$ cat config.mk
export PLATFORM = sky130hd
export DESIGN_NAME = rnsl_ctrl
export DESIGN_NICKNAME = d
export VERILOG_FILES = /design/src/rtl/core/rnsl_pkg.sv /design/src/rtl/core/rnsl_ctrl.sv
export SDC_FILE = /design/constraint.sdc
export NUM_CORES = 1
export LEC_CHECK = 0
export ABC_CLOCK_PERIOD_IN_PS = 900
export BUFFER_PORTS_ARGS = -buffer_cell sky130_fd_sc_hd__buf_2
export CORE_AREA = 4 4 41 43
export CTS_CLUSTER_SIZE = 28
export DETAILED_ROUTE_END_ITERATION = 8
export DIE_AREA = 0 0 45 47
export PLACE_DENSITY = 0.35
export SETUP_SLACK_MARGIN = 0.3
export SYNTH_ARGS = -nofsm -noshare
export SYNTH_HDL_FRONTEND = slang
export SYNTH_SLANG_ARGS = --single-unit
$ cat constraint.sdc
create_clock -name clk -period 0.9 [get_ports clk]
set_input_delay 0.045 -clock clk [delete_from_list [all_inputs] [get_ports clk]]
set_output_delay 0.045 -clock clk [all_outputs]
set_load 0.01 [all_outputs]
$ cat src/rtl/core/rnsl_pkg.sv
// Shared constants and controller/datapath interface types for the nearest swarm lookup.
package rnsl_pkg;

  localparam int COUNT_W = 9;
  localparam int SLOT_W = 8;
  localparam int WORD_W = 64;
  localparam int DEFAULT_MAX_SWARMS = 256;

  localparam logic CMD_LOAD = 1'b0;
  localparam logic CMD_QUERY = 1'b1;

  typedef struct packed {
    logic query_start;
    logic step_issue;
    logic step_update;
    logic issue_right;
    logic issue_left;
    logic deliver;
    logic deliver_empty;
  } dp_cmd_t;

  typedef struct packed {
    logic is_query;
    logic count_zero;
    logic search_done;
    logic out_free;
  } dp_status_t;

endpackage

$ cat src/rtl/core/rnsl_ctrl.sv
// Controller state machine that sequences the binary search and neighbor reads.
module rnsl_ctrl import rnsl_pkg::*; (
  input  logic       clk,
  input  logic       rst,
  input  logic       in_valid,
  output logic       in_ready,
  input  dp_status_t status,
  output dp_cmd_t    cmd
);

  localparam logic [2:0] S_IDLE = 3'd0;
  localparam logic [2:0] S_SEARCH = 3'd1;
  localparam logic [2:0] S_COMPARE = 3'd2;
  localparam logic [2:0] S_READ_LEFT = 3'd3;
  localparam logic [2:0] S_PICK = 3'd4;
  localparam logic [2:0] S_EMPTY = 3'd5;

  logic [2:0] state;
  logic [2:0] state_next;

  always_ff @(posedge clk) begin
    if (rst) begin
      state <= S_IDLE;
    end else begin
      state <= state_next;
    end
  end

  always_comb begin
    state_next = state;
    cmd = '0;
    in_ready = 1'b0;
    unique case (state)
      S_IDLE: begin
        in_ready = 1'b1;
        if (in_valid && status.is_query) begin
          cmd.query_start = 1'b1;
          state_next = status.count_zero ? S_EMPTY : S_SEARCH;
        end
      end
      S_SEARCH: begin
        if (status.search_done) begin
          cmd.issue_right = 1'b1;
          state_next = S_READ_LEFT;
        end else begin
          cmd.step_issue = 1'b1;
          state_next = S_COMPARE;
        end
      end
      S_COMPARE: begin
        cmd.step_update = 1'b1;
        state_next = S_SEARCH;
      end
      S_READ_LEFT: begin
        cmd.issue_left = 1'b1;
        state_next = S_PICK;
      end
      S_PICK: begin
        if (status.out_free) begin
          cmd.deliver = 1'b1;
          state_next = S_IDLE;
        end
      end
      S_EMPTY: begin
        if (status.out_free) begin
          cmd.deliver_empty = 1'b1;
          state_next = S_IDLE;
        end
      end
      default: begin
        state_next = S_IDLE;
      end
    endcase
  end

endmodule

==> impl_metrics.py, run 1 <==
metrics = {
    "grt": {
        "first_global_vias": 292,
        "grt_overflow": 0,
        "antenna_found_initial": 0,
        "grt_use_total_pct": 7.814,
        "grt_pass1_wl_mm": 1.179,
        "grt_max_degree": 9,
    },
    "cts": {
        "clock_tree.root_cell": "clkbuf_4",
        "tritoncts": "built",
        "cts_buffers": 3,
        "clk_pin_slew_ps": 40,
        "htreeDepth": 1,
        "clock_sinks": 3,
        "clock_latency_ps": 240,
        "ctsLongestPathBuffers": 2,
    },
    "synthesis": {
        "ys_seq_area_share_pct": 29.45,
        "synthDistinctLibCells": 18,
        "synth_top_area_share_pct": 29.45,
        "synth_seq_cells": 3,
        "syn-num-nets": 35,
        "synthCells": 28,
        "synth_top_area_cell": "dfxtp_1",
        "syn_area_um2": 203.9,
        "synth.avg_cell_area_um2": 7.284,
        "ys_top_cells_by_area": "dfxtp_1, inv_1, nor2_1",
        "yosys_warnings": 0,
    },
    "drt": {
        "antenna_left": 0,
        "post_drt_via_cell_ratio": 4.348,
        "vias": 287,
        "drtPass1Iterations": 2,
        "drt-initial-drc-count": 2,
        "post-route-drc-count": 0,
        "wl_per_cell_um": 12.05,
        "routed_wl_um": 795,
    },
    "timing": {
        "rsz0062_at_grt": "true",
        "setup_tns_ps": -1894,
        "finalSetupViolCount": 10,
        "hold_viol": 1,
        "holdWs_ps": -4.300,
        "max_freq_ghz": 0.8694,
        "period_share_pct": 127.8,
        "post-route-min-period_ps": 1150,
        "setup_slack_ps": -250.2,
        "skew_ps": 10.87,
        "slew_viol_final": 0,
        "slew_headroom_pct": 87.66,
        "worstMarginPinSlew_ps": 183.7,
    },
    "setup_path": {
        "reg2reg_to": "state[2]",
        "cp.required_ps": 850,
        "r2r-start": "state[2]",
        "crit_type": "flip-flop to output pin",
        "setup.worst_path.start": "state[2]",
        "end_kind": "output pin",
        "rrSetupSlack_ps": -190,
        "critPathMaxFanout": 7,
        "arrival_ps": 1110,
        "start_kind": "flip-flop",
        "crit_end": "cmd[1]",
        "r2r_cells": 5,
    },
    "placement": {
        "place_hpwl_um": 534.1,
        "portBuffers": 14,
        "routabilityCongestion": 0.6743,
        "placed_area_um2": 341.6,
    },
    "job": {
        "maxCapViolCount": 0,
    },
    "floorplan": {
        "start_util_pct": 15.67,
        "die_x_um": 45,
        "io_pins": 15,
        "dieArea_mm2": 0.002115,
        "core_area_mm2": 0.001301,
        "rows": 13,
        "die_y_um": 47,
    },
    "cells_and_area": {
        "layout-drive-gt1-share_pct": 82.35,
        "largest_reg_flops": 3,
        "final_nets": 59,
        "area_growth_pct": 129.4,
        "largest-register": "state",
        "final_common_cell": "buf_2",
        "layout_common_cells": "buf_2, buf_6, buf_4",
        "diodes": 0,
        "final_area_um2": 467.9,
        "reg_top3": "state x3",
    },
    "min_path": {
        "hp-class": "primary input to flip-flop",
    },
    "pwr": {
        "power.total_mw": 0.6368,
        "p_per_area_mw_per_mm2": 1361,
        "leakagePower_nw": 0.2163,
        "vdd_drop_max_v": 0.0007465,
    },
    "outcome": {
        "outcome": "complete, but fails checks",
        "violations": "hold timing, setup timing",
    },
}
[where the power goes]
part | switching, mW | leakage, nW | internal [mW]
Clock | 0.0776 | 0.0150 | 0.167
Combinational | 0.0939 | 0.175 | 0.125
Sequential | 0.0306 | 0.0267 | 0.143
Total | 0.202 | 0.216 | 0.435
[Yosys cell counts]
cell type	count
a21oi_1	1
a221oi_1	1
a2bb2oi_1	1
a31oi_1	1
a32oi_1	1
and2_1	1
and2_2	1
and3_1	1
and3_2	1
buf_6	1
dfxtp_1	3
inv_1	4
nand2_1	2
nand3_1	1
nor2_1	4
nor2b_2	1
nor3_1	2
nor4_1	1
[worst min path at each step]
stage / from / end / slack, ps / cells after the start
finish: rst / state[0] / -4 / 2
global route: rst / state[0] / 6 / 2
CTS: rst / state[0] / -10 / 2
detailed placement: rst / state[0] / 250 / 2
global placement: rst / state[0] / 240 / 2
floorplan: rst / state[2] / 110 / 1
[final cells by class]
type | count | area [µm²]
Fill cell | 160 | 833.3
Multi-Input combinational cell | 20 | 186.4
Timing Repair Buffer | 20 | 147.6
Sequential cell | 3 | 71.32
Clock buffer | 4 | 26.28
Tap cell | 15 | 18.77
Inverter | 4 | 17.52
[metal layers]
metal	global-route usage (%)	share of wire [%]
met3	3.448	11
met4	3.509	0
met5	0	0
met1	9.070	39
met2	12.43	50
[kinds of logic after synthesis]
group | after synthesis | synth area share, %
simple gates | 15 | 39.27
compound gates | 5 | 18.41
flops | 3 | 29.45
buf+inv | 5 | 12.88
[critical path: stages, from the launching register on]
cell,delay (ps)
dfxtp_4,410
inv_4,60
nor4_4,240
buf_2,170
[through the flow]
stage          std cells  worst slack (ps)  utilization, %
5_1_grt               66            -320.4           35.96
2_1_floorplan         28             26.35               -
6_report              66            -250.2           35.96
3_5_place_dp          57            -34.88           26.25
4_1_cts               65            -273.7           33.37
3_3_place_gp          57            -32.26           26.25
[repair_timing]
action                     4_1_cts  5_1_grt
setup endpoints to repair       11       11
resized for setup                9        5
buffers inserted                 4        1
hold endpoints to repair         1        0
pin swaps                        6        4
Power figures use the tool's default switching activity.
==> inputs of run 2 (changes only) <==
--- a/config.mk
+++ b/config.mk
@@ -7,11 +7,13 @@
 export LEC_CHECK = 0
 export ABC_CLOCK_PERIOD_IN_PS = 900
 export BUFFER_PORTS_ARGS = -buffer_cell sky130_fd_sc_hd__buf_2
+export CELL_PAD_IN_SITES_DETAIL_PLACEMENT = 1
+export CELL_PAD_IN_SITES_GLOBAL_PLACEMENT = 2
 export CORE_AREA = 4 4 41 43
 export CTS_CLUSTER_SIZE = 28
 export DETAILED_ROUTE_END_ITERATION = 8
 export DIE_AREA = 0 0 45 47
-export PLACE_DENSITY = 0.35
+export PLACE_DENSITY = 0.62
 export SETUP_SLACK_MARGIN = 0.3
 export SYNTH_ARGS = -nofsm -noshare
 export SYNTH_HDL_FRONTEND = slang
==> run 2 against run 1 <==
  * The flow still finishes with violations (hold timing, setup timing)
  * Sequential power increased by 5%
  * Sequential share of layout area up 1.8 points
  * Flip-flop and latch count is the same
  * Count of clock-buffer cells in the layout did not move
  * Non-clock buffer count is 3 lower
  * Worst hold slack got worse by 2.1 ps
  * Largest cell class unchanged
  * Largest power group unchanged
  * Highest routed layer is now met4
==> impl_metrics.py, run 2 (synthesis results as in run 1) <==
metrics = {
    "cells_and_area": {
        "final_nets": 56,
        "largest-register": "state",
        "diodes": 0,
        "largest_reg_flops": 3,
        "final_common_cell": "buf_2",
        "reg_top3": "state x3",
        "area_growth_pct": 104.9,
        "final_area_um2": 417.9,
        "layout-drive-gt1-share_pct": 77.08,
        "instances_no_fill": 63,
    },
    "pwr": {
        "intPower_mw": 0.4064,
        "power_frac_clock_pct": 40.5,
        "p_seq_share_pct": 31.1,
        "comb_power_share_pct": 28.5,
        "p_per_area_mw_per_mm2": 1411,
        "vdd_drop_max_v": 0.0005597,
        "leakagePower_nw": 0.1998,
        "p_switching_mw": 0.1834,
        "switching_share_pct": 31.09,
    },
    "placement": {
        "placed_area_um2": 334.1,
        "place_hpwl_um": 557.3,
        "routabilityCongestion": 0.7021,
        "dpl.cell_count": 56,
        "pre_cts_slack_ps": -44.87,
        "portBuffers": 14,
    },
    "setup_path": {
        "r2r_cells": 4,
        "cp.required_ps": 850,
        "start_kind": "flip-flop",
        "critical_path.slowest_cell": "dfxtp_4",
        "end_kind": "output pin",
        "crit_type": "flip-flop to output pin",
        "max_stage_delay_ps": 430,
        "arrival_ps": 1100,
        "critPathMaxFanout": 7,
        "path_cells": "nor2b_4, and3_4, buf_6",
    },
    "cts": {
        "clk_pin_slew_ps": 30,
        "ctsLongestPathBuffers": 2,
        "htreeDepth": 1,
        "clock_tree.root_cell": "clkbuf_4",
        "clock_latency_ps": 240,
        "tritoncts": "built",
        "clock_sinks": 3,
        "cts_buffers": 3,
    },
    "floorplan": {
        "die_x_um": 45,
        "rows": 13,
        "die_y_um": 47,
        "dieArea_mm2": 0.002115,
        "io_pins": 15,
        "start_util_pct": 15.67,
        "core_area_mm2": 0.001301,
    },
    "timing": {
        "period_share_pct": 127.7,
        "rsz0062_at_grt": "true",
        "skew_ps": 2.657,
        "max_freq_ghz": 0.8702,
        "post-route-min-period_ps": 1149,
        "holdWs_ps": -6.363,
        "slew_headroom_pct": 87.73,
        "hold_viol": 3,
        "worstMarginPinSlew_ps": 182.6,
        "finalSetupViolCount": 10,
        "setup_slack_ps": -249.1,
        "slew_viol_final": 0,
    },
    "drt": {
        "routed_wl_um": 745,
        "post_drt_via_cell_ratio": 4.540,
        "wl_per_cell_um": 11.83,
        "drt-initial-drc-count": 2,
        "antenna_left": 0,
        "vias": 286,
        "post-route-drc-count": 0,
        "drtPass1Iterations": 2,
    },
    "outcome": {
        "violations": "hold timing, setup timing",
        "outcome": "complete, but fails checks",
    },
    "min_path": {
        "hp-class": "primary input to flip-flop",
        "hold_depth": 2,
    },
    "grt": {
        "first_global_vias": 257,
        "grt_use_total_pct": 7.261,
        "grt_pass1_wl_mm": 1.097,
        "antenna_found_initial": 0,
        "grt_max_degree": 10,
        "grt_overflow": 0,
    },
    "job": {
        "maxCapViolCount": 0,
    },
}
-- run 2: repair_timing --
action / CTS / global route
buffers inserted: 1 / 2
hold endpoints to repair: 3 / 3
gates resized for setup: 5 / 3
endpoints found under the setup margin: 11 / 11
pin swaps: 3 / 3
-- run 2: worst paths after layout --
check,startpoint,endpoint,slack (ps)
setup reg to reg,state[2],state[0],-150
hold reg to reg,state[0],state[1],580
hold / removal,rst,state[0],-6
setup / recovery,state[2],cmd[0],-250
-- run 2: metal layers --
| metal | GRT usage, % | vias up | routed length [µm] |
|---|---|---|---|
| li1 | - | 139 | - |
| met1 | 8.844 | 137 | 306 |
| met2 | 10.73 | 8 | 386 |
| met3 | 2.299 | 2 | 35 |
| met4 | 5.263 | 0 | 17 |
| met5 | 0 | - | 0 |
-- run 2: critical path, delay by kind of cell (launching register included) --
family | cells | cell delay, ps
flip-flops | 1 | 430
buffers and inverters | 1 | 90
AND/OR/NAND/NOR | 2 | 350
-- run 2: final cells by class --
class                           instances  area [µm²]
Fill cell                             166       883.3
Multi-Input combinational cell         20       175.2
Timing Repair Buffer                   17       111.4
Sequential cell                         3       71.32
Clock buffer                            4       26.28
Tap cell                               15       18.77
Inverter                                4       15.01
-- run 2: stage by stage --
stage	util (%)	TNS, ps	total power, mW	hold slack (ps)
6_report	32.12	-1594	0.5899	-6.363
5_1_grt	32.12	-2094	0.6345	-22.89
4_1_cts	29.71	-1607	0.5887	-18.26
3_5_place_dp	25.67	-95.96	0.3244	236.5
3_3_place_gp	25.67	-64.05	0.3231	235.0
2_1_floorplan	-	0	0.2792	106.4
-- run 2: power by group through the flow --
| stage | logic (mW) | registers [mW] | clock network (mW) |
|---|---|---|---|
| global route | 0.183 | 0.186 | 0.266 |
| CTS | 0.155 | 0.180 | 0.254 |
| floorplan | 0.115 | 0.164 | 0 |
| global placement | 0.143 | 0.181 | 0 |
| detailed placement | 0.143 | 0.181 | 0 |
| finish | 0.168 | 0.183 | 0.239 |
